[src/rtl/core/idel_pkg.sv]
// Package for the indexed double-ended list: field widths, operation and
// status codes, and the control bundle broadcast to the cell row.
// No dependencies.
package idel_pkg;

    localparam int WORD_W       = 32;
    localparam int MODE_W       = 3;
    localparam int POS_W        = 7;
    localparam int CNT_W        = 7;
    localparam int ST_W         = 2;
    localparam int CAPACITY_DEF = 64;
    localparam int GROUP_N      = 8;   // cells per first-level tap group

    typedef enum logic [MODE_W-1:0] {
        MODE_INSERT     = 3'd0,
        MODE_REMOVE     = 3'd1,
        MODE_PUSH_FRONT = 3'd2,
        MODE_PUSH_BACK  = 3'd3,
        MODE_POP_FRONT  = 3'd4,
        MODE_POP_BACK   = 3'd5
    } t_mode;

    typedef enum logic [ST_W-1:0] {
        ST_OK    = 2'd0,
        ST_RANGE = 2'd1,
        ST_FULL  = 2'd2,
        ST_EMPTY = 2'd3
    } t_status;

    // Broadcast to every cell; already qualified by an accepted transaction.
    typedef struct packed {
        logic              ins;   // open a slot at the position, shift up
        logic              rem;   // close the slot at the position, shift down
        logic              tap;   // cell at the position drives its word out
        logic [WORD_W-1:0] word;
    } t_cell_ctl;

endpackage

[src/rtl/core/idel_cell.sv]
// One list slot: holds a word, takes a neighbor's word when the row shifts.
// Depends on idel_pkg.
module idel_cell import idel_pkg::*; #(
    parameter int PW  = POS_W,
    parameter int IDX = 0
) (
    input  logic              i_clk,
    input  t_cell_ctl         i_ctl,
    input  logic [PW-1:0]     i_pos,
    input  logic [WORD_W-1:0] i_prev,   // word of slot IDX-1
    input  logic [WORD_W-1:0] i_next,   // word of slot IDX+1
    output logic [WORD_W-1:0] o_data,
    output logic [WORD_W-1:0] o_tap
);

    localparam logic [PW-1:0] IDX_V = PW'(IDX);

    logic [WORD_W-1:0] r_data;
    logic [WORD_W-1:0] n_data;

    always_comb begin
        n_data = r_data;
        if (i_ctl.ins) begin
            if (IDX_V == i_pos) begin
                n_data = i_ctl.word;
            end else if (IDX_V > i_pos) begin
                n_data = i_prev;
            end
        end else if (i_ctl.rem) begin
            if (IDX_V >= i_pos) begin
                n_data = i_next;
            end
        end
    end

    always_ff @(posedge i_clk) begin
        r_data <= n_data;
    end

    assign o_data = r_data;
    assign o_tap  = (i_ctl.tap && (IDX_V == i_pos)) ? r_data : '0;

endmodule

[config.mk]
export PLATFORM = sky130hd
export DESIGN_NAME = idel_cell
export DESIGN_NICKNAME = d
export VERILOG_FILES = /design/src/rtl/core/idel_pkg.sv /design/src/rtl/core/idel_cell.sv
export SDC_FILE = /design/constraint.sdc
export NUM_CORES = 1
export LEC_CHECK = 0
export BUFFER_PORTS_ARGS = -buffer_cell sky130_fd_sc_hd__buf_2
export CAP_MARGIN = 15
export CORE_MARGIN = 10
export CORE_UTILIZATION = 40
export CTS_BUF_LIST = sky130_fd_sc_hd__clkbuf_4
export DETAILED_ROUTE_END_ITERATION = 16
export GPL_ROUTABILITY_DRIVEN = 1
export PLACE_DENSITY_LB_ADDON = 0.2
export SLEW_MARGIN = 5
export SYNTH_ARGS = -nofsm -noshare
export SYNTH_HDL_FRONTEND = slang
export SYNTH_SLANG_ARGS = --single-unit
export TNS_END_PERCENT = 30
[constraint.sdc]
create_clock -name i_clk -period 3.3 [get_ports i_clk]
set_clock_uncertainty 0.05 [all_clocks]
set_input_delay 0.66 -clock i_clk [delete_from_list [all_inputs] [get_ports i_clk]]
set_output_delay 0.66 -clock i_clk [all_outputs]
set_load 0.01 [all_outputs]
==> summary.md <==
| Metric | Value |
|---|---|
| Initial Utilization | 41.2% |
| Min Tclk post-route | 2980 ps |
| Cell Area, Synth | 0.00210 mm^2 |
| Area of the core | 0.00511 mm^2 |
| Remaining DRCs | 0 |
| Fill cells | 498 |
| #FFs+latches synth | 32 |
| First-pass GRT wire length | 12.2 mm |
| Inserted Clock Buffers | 5 |
| CTS Hold Bufs | 0 |
| Largest area contributor in the netlist | edfxtp_1 |
| Worst setup EP type | output pin |
| Vias post-DR | 2385 |
| Async set or reset register ratio after synthesis | 0% |
| Cell area power density | 268 mW/mm^2 |
| CTS tree | built |
| Max-Cap Viols | 0 |
| TNS Setup | 0 ps |
| Bufs on Longest Clock Path | 2 |
| Reg clk slew, reported paths | 100 ps |
| Arr. time, crit path | 2270 ps |
| Post-CTS setup buffer count | 0 |
| Die height | 92.5 um |
| Synthesized Nets | 332 |
| Post-Route WL | 8.08 mm |
| Mapped Avg Cell Area | 9.35 um^2 |
| Startpoint type of the worst setup path | input pin |
| Final antenna-violating net count | 0 |
| Crit path required time | 2590 ps |
| Slew @ Worst Pin | 791 ps |
| Top cells by count, synth | 32 x and3_1, 32 x edfxtp_1, 26 x a21oi_1 |
| Final period util | 90.3% |
| Slew headroom | 46.9% |
| HP Class | input pin to flip-flop |
| Pre-antenna DRT Iters | 5 |
| Distinct cell type count after synthesis | 20 |
| Area of the multi-input gates | 0.00102 mm^2 |
| Gate Count Post-Synth | 225 |
| Type of the worst setup path | input pin to output pin |
| Fmax | 336 MHz |
| Ports | 171 |
| Worst vdd ir | 0.000140 V |
| Diodes inserted | 0 |
| DP HPWL | 6.09 mm |
| I/O Buffers | 170 |
| Layout cells sized above 1 | 48.2% |
| Core Rows | 26 |
| Chip width | 92.5 um |
| Remaining Overflow, GRT | 0 |
| Final-report max-slew violation count | 0 |
| CTS root buf | clkbuf_4 |
| Die area | 0.00856 mm^2 |
| Pin count of the biggest net entering global routing | 56 |
| Vias per inst | 5.28 |
| Storage cell area | 961 um^2 |
| Final Hold Fails | 0 |
| Status | finished clean |
| Pleak | 1.55 nW |
| Hold_ws | 590 ps |
| Synthesis-to-finish area growth | 43.6% |
| Nets | 489 |
| Number of clock sinks | 32 |
| Cts repair resizes | 0 |
| Tot GR Track Use | 17.7% |
| CTS H-tree depth | 2 |
| Initial antenna violation count | 0 |
| Final setup viols | 0 |
| Number of flops mapped to enable cells by yosys | 32 |
| Yosys warns | 0 |
| RSZ-0062 raised after global routing | no |
| Largest register FFs | 32 |
| Vias in the first global route | 2410 |
| Seq/Total Area, Yosys | 45.7% |
| Synth Flop Type | edfxtp_1 |
| Synth top area share | 45.7% |
| Detailed router's first-iteration violation count | 219 |
| Area contributors post-synth | edfxtp_1 46%, a221o_1 11%, and3_1 9.5%, and2_1 7.1%, a21oi_1 6.2% |
| Max FO, Critical Path | 55 |
| WL/cell | 17.9 um |
| Gp weighted congestion | 0.816 |
-- metrics by stage --
stage / cell area (um^2) / worst slack [ps] / instances / power (mW) / utilization [%]
3_3_place_gp: 2980 / 362 / 445 / 0.619 / 58.3
5_1_grt: 3020 / 234 / 452 / 0.858 / 59.2
2_1_floorplan: 2100 / 377 / 225 / 0.544 / -
6_report: 3020 / 320 / 452 / 0.811 / 59.2
4_1_cts: 3020 / 346 / 452 / 0.821 / 59.2
3_5_place_dp: 2980 / 354 / 445 / 0.623 / 58.3
-- kinds of logic after synthesis --
group                  synth area share, %
and+or+nand+nor                       25.5
buffers and inverters                 6.60
AOI/OAI and AO/OA                     22.2
DFF                                   45.7
-- layout by cell type, fill, tap and decap left out, drive strengths merged --
cell and n:
a21oi 26, a221o 24, a31oi 8, and2 24
and3 32, buf 176, clkbuf 5, clkinv 3
edfxtp 32, nand2 24, nand3 6, nor2 9
nor3 1, nor4 1, o21a 1, o21ai 8
or3 1, or4 1
-- report_power, final --
part	leakage, nW	internal, mW	switching (mW)	total, mW
clock network	0.0261	0.0743	0.123	0.198
registers	0.283	0.452	0.000991	0.453
logic	1.24	0.0856	0.0744	0.160
total	1.55	0.612	0.199	0.811
-- final timing paths --
| kind | to | from | slack (ps) | cells after the start |
|---|---|---|---|---|
| worst max-delay path | o_tap[5] | i_pos[4] | 320 | 6 |
| worst min-delay path | o_data[5] | i_next[5] | 590 | 2 |
-- worst max-delay path, cell delays in order --
cell    delay [ps]
buf_2          110
or4_1          700
nor2_4         210
buf_12         240
and3_1         180
buf_2          130
-- layer usage --
metal / track usage [%] / part of all wire [%] / vias up
met5: 0 / 0 / -
met4: 5.53 / 1.2 / 0
met3: 5.81 / 9.0 / 6
met2: 32.1 / 51 / 110
met1: 18.9 / 38 / 1104
li1: - / - / 1165
-- layout make-up --
type	count	share of cell area, %
multi-input combinational	166	33.6
sequential	32	31.8
timing repair buffer	176	30.1
tap	70	2.90
clock buffer	5	1.24
clock inverter	2	0.248
inverter	1	0.124
(Power assumes the default switching activity.)
