## src/rtl/core/idel_pkg.sv

```systemverilog
// Package for the indexed double-ended list: field widths, operation and
// status codes, and the control bundle broadcast to the cell row.
// No dependencies.
package idel_pkg;

    localparam int WORD_W       = 32;
    localparam int MODE_W       = 3;
    localparam int POS_W        = 7;
    localparam int CNT_W        = 7;
    localparam int ST_W         = 2;
    localparam int CAPACITY_DEF = 64;
    localparam int GROUP_N      = 8;   // cells per first-level tap group

    typedef enum logic [MODE_W-1:0] {
        MODE_INSERT     = 3'd0,
        MODE_REMOVE     = 3'd1,
        MODE_PUSH_FRONT = 3'd2,
        MODE_PUSH_BACK  = 3'd3,
        MODE_POP_FRONT  = 3'd4,
        MODE_POP_BACK   = 3'd5
    } t_mode;

    typedef enum logic [ST_W-1:0] {
        ST_OK    = 2'd0,
        ST_RANGE = 2'd1,
        ST_FULL  = 2'd2,
        ST_EMPTY = 2'd3
    } t_status;

    // Broadcast to every cell; already qualified by an accepted transaction.
    typedef struct packed {
        logic              ins;   // open a slot at the position, shift up
        logic              rem;   // close the slot at the position, shift down
        logic              tap;   // cell at the position drives its word out
        logic [WORD_W-1:0] word;
    } t_cell_ctl;

endpackage

```

## src/rtl/core/idel_tap_group.sv

```systemverilog
// First level of the read tree: registered OR of a group of cell taps.
// Depends on idel_pkg.
module idel_tap_group import idel_pkg::*; #(
    parameter int N = GROUP_N
) (
    input  logic                      i_clk,
    input  logic [N-1:0][WORD_W-1:0]  i_tap,
    output logic [WORD_W-1:0]         o_word
);

    logic [WORD_W-1:0] r_word;
    logic [WORD_W-1:0] n_word;

    always_comb begin
        n_word = '0;
        for (int k = 0; k < N; k++) begin
            n_word = n_word | i_tap[k];
        end
    end

    always_ff @(posedge i_clk) begin
        r_word <= n_word;
    end

    assign o_word = r_word;

endmodule

```

## config.mk

```make
export PLATFORM = sky130hd
export DESIGN_NAME = idel_tap_group
export DESIGN_NICKNAME = d
export VERILOG_FILES = /design/src/rtl/core/idel_pkg.sv /design/src/rtl/core/idel_tap_group.sv
export SDC_FILE = /design/constraint.sdc
export NUM_CORES = 1
export LEC_CHECK = 0
export ABC_AREA = 1
export BUFFER_PORTS_ARGS = -buffer_cell sky130_fd_sc_hd__buf_2
export CAP_MARGIN = 40
export CORE_AREA = 3 3 111 113
export CTS_BUF_LIST = sky130_fd_sc_hd__clkbuf_8
export CTS_CLUSTER_SIZE = 24
export DETAILED_ROUTE_END_ITERATION = 6
export DIE_AREA = 0 0 114 116
export GPL_TIMING_DRIVEN = 0
export HOLD_SLACK_MARGIN = 0.12
export SLEW_MARGIN = 15
export SYNTH_ARGS = -nofsm -noshare
export SYNTH_HDL_FRONTEND = slang
export SYNTH_SLANG_ARGS = --single-unit
```

## constraint.sdc

```tcl
create_clock -name i_clk -period 1.15 [get_ports i_clk]
set_clock_uncertainty 0.15 [all_clocks]
set_input_delay 0.23 -clock i_clk [delete_from_list [all_inputs] [get_ports i_clk]]
set_output_delay 0.23 -clock i_clk [all_outputs]
set_load 0.005 [all_outputs]
```

==> flow_summary_export.csv, run 1 <==
group,metric,value,unit
status,tool.error,"[ERROR RSZ-0060] Max buffer count reached.",
synthesis,ys_seq_area_share,26.2,%
synthesis,yosys.cell_types.count,4,
placement,gp_congestion,0.750,
synthesis,syn-num-nets,769,
synthesis,syn_area_per_cell,4.77,sq um
synthesis,synthesis.area,0.00244,sq mm
status,stop_stage,"clock tree synthesis",
clock_tree,cts_hold_buf,191,
clock_tree,postCtsSetupBuffers,0,
synthesis,syn-instance-count,512,
clock_tree,htree_levels,2,
clock_tree,ctsResizeCount,0,
placement,dp_hpwl,7440,um
synthesis,synth-seq-cells,32,
floorplanning,ios,289,
clock_tree,ctsRootBufferMaster,"clkbuf_8",
status,status,"aborted with a tool error",
placement,port_buffers,288,
floorplanning,fp-row-count,39,
clock_tree,cts.sinks,32,
synthesis,synth_warnings,0,
floorplanning,die_w,114,um
clock_tree,cts_inserted_buffers,5,
floorplanning,start_util,21.4,%
floorplanning,die_y,116,um
clock_tree,clk_path_buf_depth,2,
-- synth_stat cells --
cell type  count  area share [%]
inv_1        256              39
nand2_1      160              25
nor2_1        64             9.8
dfxtp_1       32              26
-- cell families after synthesis --
| logic type | synth area share, % |
|---|---|
| and+or+nand+nor | 34.4 |
| DFF | 26.2 |
| buffers and inverters | 39.3 |
-- metrics by stage --
step / hold slack, ps / util [%] / std cells / area (sq um) / setup WS, ps
detailed placement: 330 / 35.6 / 943 / 4060 / 233
global placement: 329 / 35.6 / 943 / 4060 / 239
floorplan: 236 / - / 512 / 2440 / 454
==> inputs of run 2 (changes only) <==
--- a/config.mk
+++ b/config.mk
@@ -8,13 +8,11 @@
 export ABC_AREA = 1
 export BUFFER_PORTS_ARGS = -buffer_cell sky130_fd_sc_hd__buf_2
 export CAP_MARGIN = 40
-export CORE_AREA = 3 3 111 113
-export CTS_BUF_LIST = sky130_fd_sc_hd__clkbuf_8
-export CTS_CLUSTER_SIZE = 24
+export CORE_AREA = 3 3 112 114
 export DETAILED_ROUTE_END_ITERATION = 6
-export DIE_AREA = 0 0 114 116
+export DIE_AREA = 0 0 115 117
 export GPL_TIMING_DRIVEN = 0
-export HOLD_SLACK_MARGIN = 0.12
+export PLACE_DENSITY_LB_ADDON = 0.15
 export SLEW_MARGIN = 15
 export SYNTH_ARGS = -nofsm -noshare
 export SYNTH_HDL_FRONTEND = slang
==> run 2 against run 1 <==
Net effect: synthesized cell count unchanged; synthesized area did not move; the flow now finishes without violations.
==> flow_summary_export.csv, run 2 <==
group,metric,value,unit
synthesis,synth_ff_type,"dfxtp_1",
run,cap_violations,0,
placement,gp_congestion,0.801,
critical_path,cp-end-kind,"output port",
critical_path,required,770,ps
clock_tree,cts_hold_buf,0,
finish,drive_gt1_share,36.6,%
finish,layoutNonFillerInstCount,950,
power_and_ir_drop,leakagePower,3.15,nW
synthesis,synth_edf_count,0,
synthesis,synthSimpleGateAreaFrac,34.4,%
floorplanning,die_w,115,um
finish,largest_reg_flops,32,
critical_path,arrival,700,ps
clock_tree,cts.sinks,32,
finish,antenna_cells,0,
drt,drt.antenna.violating_nets,0,
drt,vias,3126,
synthesis,synth_top_area_cell,"inv_1",
critical_path,critPathMaxStageDelay,310,ps
synthesis,synth_top_family_by_area,"buffers and inverters",
placement,place_inst,943,
synthesis,synth-seq-cells,32,
synthesis,async_reset_ff_share,0,%
synthesis,ys_seq_area_share,26.2,%
critical_path,startpoint_type,"register",
critical_path,crit_type,"register to output port",
sta,slew_violations,0,
critical_path,crit_fanout,1,
sta,setup_violations,0,
finish,final_common_cell,"buf_2",
sta,hold_violations,0,
sta,layout_min_cycle_time,1080,ps
finish,area_growth_syn_to_layout,72.6,%
synthesis,synthXorXnorAreaFrac,0,%
synthesis,synthesis.area,0.00244,sq mm
synthesis,synth_warnings,0,
global_routing,grt_pass1_vias,2855,
synthesis,syn-num-nets,769,
clock_tree,ctsRootBufferMaster,"clkbuf_16",
placement,dp_hpwl,7300,um
critical_path,path_cells,"buf_2",
global_routing,grt_pass1_wl,11500,um
worst_hold_path,hold_class,"input pin to register",
sta,tns,0,ps
drt,wl,7980,um
drt,drt_iter0_markers,50,
floorplanning,ios,289,
global_routing,grt-ovfl-total,0,
drt,wl_per_cell,8.40,um
synthesis,synth_area_leaders,"inv_1 (39%), dfxtp_1 (26%), nand2_1 (25%), nor2_1 (9.8%)",
finish,multi_input_area,841,sq um
synthesis,synth-compound-area-share,0,%
sta,max_freq,929,MHz
drt,via_per_inst,3.29,
synthesis,yosysMostFrequentCell,"inv_1",
finish,final-seq-area,641,sq um
sta,tightest_slew,148,ps
sta,rsz0062_at_grt,"false",
global_routing,grt_usage,10.8,%
sta,period_share,93.6,%
clock_tree,postCtsSetupBuffers,0,
synthesis,syn-instance-count,512,
critical_path,slowest_stage,"dfxtp_1",
power_and_ir_drop,p_per_area,762,mW/mm^2
clock_tree,htree_levels,2,
floorplanning,die_y,117,um
finish,finalNetCount,1064,
clock_tree,clk_path_buf_depth,2,
floorplanning,start_util,21.2,%
sta,relSlewSlack,90.1,%
floorplanning,fp-row-count,39,
global_routing,grt_max_degree,10,
clock_tree,cts_inserted_buffers,5,
clock_tree,cts_tree,"done",
finish,fillCellCount,1371,
floorplanning,core_area,0.0115,sq mm
synthesis,synth.area.mux_share,0,%
synthesis,yosys.cell_types.count,4,
global_routing,antenna_found_initial,0,
status,status,"finished clean",
critical_path,crit_family,"flip-flops",
critical_path,path_buf_inv,1,
synthesis,synth_common_cells,"inv_1 (256), nand2_1 (160), nor2_1 (64)",
finish,final_cell_mix,"buf_2 (288), inv_1 (256), nand2_1 (160)",
drt,drt_pre_antenna_iters,4,
placement,port_buffers,288,
floorplanning,dieArea,0.0135,sq mm
drt,drc,0,
synthesis,synth_adder_area_share,0,%
clock_tree,clkTransAtPathRegs,50,ps
clock_tree,ctsResizeCount,0,
power_and_ir_drop,peakVddDrop,499,uV
synthesis,syn_area_per_cell,4.77,sq um
synthesis,synth.top_cell.area_share,39.3,%
==> run 2: cell counts after synthesis <==
No cell type changed its count.
==> run 2: where the power goes <==
group	total, mW	switching (mW)	internal (mW)
registers	1.11	0.000690	1.11
clock network	1.39	0.479	0.908
logic	0.712	0.285	0.427
total	3.21	0.765	2.45
==> run 2: cell families (layout without fill, tap and decap cells) <==
kind of cell / after synthesis / after routing
buffers and inverters: 256 / 551
flip-flops: 32 / 32
AND/OR/NAND/NOR: 224 / 224
==> run 2: layout make-up <==
cell class / count / share of cell area [%]
sequential: 32 / 15.2
tap: 143 / 4.24
inverter: 256 / 22.8
multi-input combinational: 224 / 19.9
timing repair buffer: 288 / 34.2
clock buffer: 7 / 3.62
==> run 2: per-layer routing <==
layer  vias up  GRT usage (%)  routed length (um)
met2       161           21.5                4160
met5         -              0                   0
met4         0           3.60                 102
met3         6           4.01                 939
li1       1869              -                   -
met1      1090           10.0                2780
==> run 2: per-stage QoR <==
step                worst slack (ps)  cell area (sq um)  hold slack (ps)  power [mW]  utilization (%)
floorplan                        454               2440              236        1.42                -
global placement                 245               4060              330        1.85             35.3
detailed placement               225               4060              333        1.86             35.3
CTS                             49.2               4220             45.3        3.30             36.6
global route                    22.5               4220             65.3        3.46             36.6
finish                          73.5               4220             53.1        3.21             36.6
==> run 2: final timing paths <==
check,cells past startpoint,from,end,slack [ps]
worst max-delay path,1,o_word[8]$_DFF_P_,o_word[8],70
worst min-delay path,5,i_tap[65],o_word[1]$_DFF_P_,50
(Power assumes the default switching activity.)
==> inputs of run 3 (changes only) <==
--- a/config.mk
+++ b/config.mk
@@ -12,7 +12,9 @@
 export DETAILED_ROUTE_END_ITERATION = 6
 export DIE_AREA = 0 0 115 117
 export GPL_TIMING_DRIVEN = 0
+export HOLD_SLACK_MARGIN = 0.15
 export PLACE_DENSITY_LB_ADDON = 0.15
+export RECOVER_POWER = 100
 export SLEW_MARGIN = 15
 export SYNTH_ARGS = -nofsm -noshare
 export SYNTH_HDL_FRONTEND = slang
==> run 3 against run 2 <==
Net effect: the run now fails in clock tree synthesis; synthesized cell count unchanged; synthesized area unchanged.
==> flow_summary_export.csv, run 3 <==
group,metric,value,unit
synthesis,synth_edf_count,0,
synthesis,synth-seq-cells,32,
synthesis,syn_area_per_cell,4.77,sq um
clock_tree,cts_hold_buf,191,
status,stop_stage,"clock tree synthesis",
synthesis,synth.top_cell.area_share,39.3,%
floorplanning,die_w,115,um
synthesis,synth_ff_type,"dfxtp_1",
clock_tree,postCtsSetupBuffers,0,
synthesis,synth_common_cells,"inv_1 (256), nand2_1 (160), nor2_1 (64)",
synthesis,syn-num-nets,769,
placement,dp_hpwl,7300,um
status,tool.error,"[ERROR RSZ-0060] Max buffer count reached.",
synthesis,async_reset_ff_share,0,%
synthesis,syn-instance-count,512,
synthesis,synth_area_leaders,"inv_1 (39%), dfxtp_1 (26%), nand2_1 (25%), nor2_1 (9.8%)",
synthesis,yosysMostFrequentCell,"inv_1",
floorplanning,fp-row-count,39,
synthesis,synthesis.area,0.00244,sq mm
clock_tree,clk_path_buf_depth,2,
synthesis,synth_top_area_cell,"inv_1",
clock_tree,ctsResizeCount,0,
status,status,"aborted with a tool error",
placement,port_buffers,288,
synthesis,ys_seq_area_share,26.2,%
floorplanning,die_y,117,um
clock_tree,cts.sinks,32,
clock_tree,cts_inserted_buffers,5,
floorplanning,start_util,21.2,%
placement,post-place-ws,225,ps
floorplanning,ios,289,
synthesis,yosys.cell_types.count,4,
clock_tree,ctsRootBufferMaster,"clkbuf_16",
clock_tree,htree_levels,2,
synthesis,synth_warnings,0,
placement,gp_congestion,0.801,
==> run 3: cell counts after synthesis <==
No cell type changed its count.
==> run 3: cell families after synthesis <==
| family | after synthesis | share of synthesized area [%] |
|---|---|---|
| simple gates | 224 | 34.4 |
| buf+inv | 256 | 39.3 |
| flops | 32 | 26.2 |
==> run 3: through the flow <==
step / area [sq um] / utilization, % / cells / hold WS (ps)
after global placement: 4060 / 35.3 / 943 / 330
after detailed placement: 4060 / 35.3 / 943 / 333
after floorplan: 2440 / - / 512 / 236
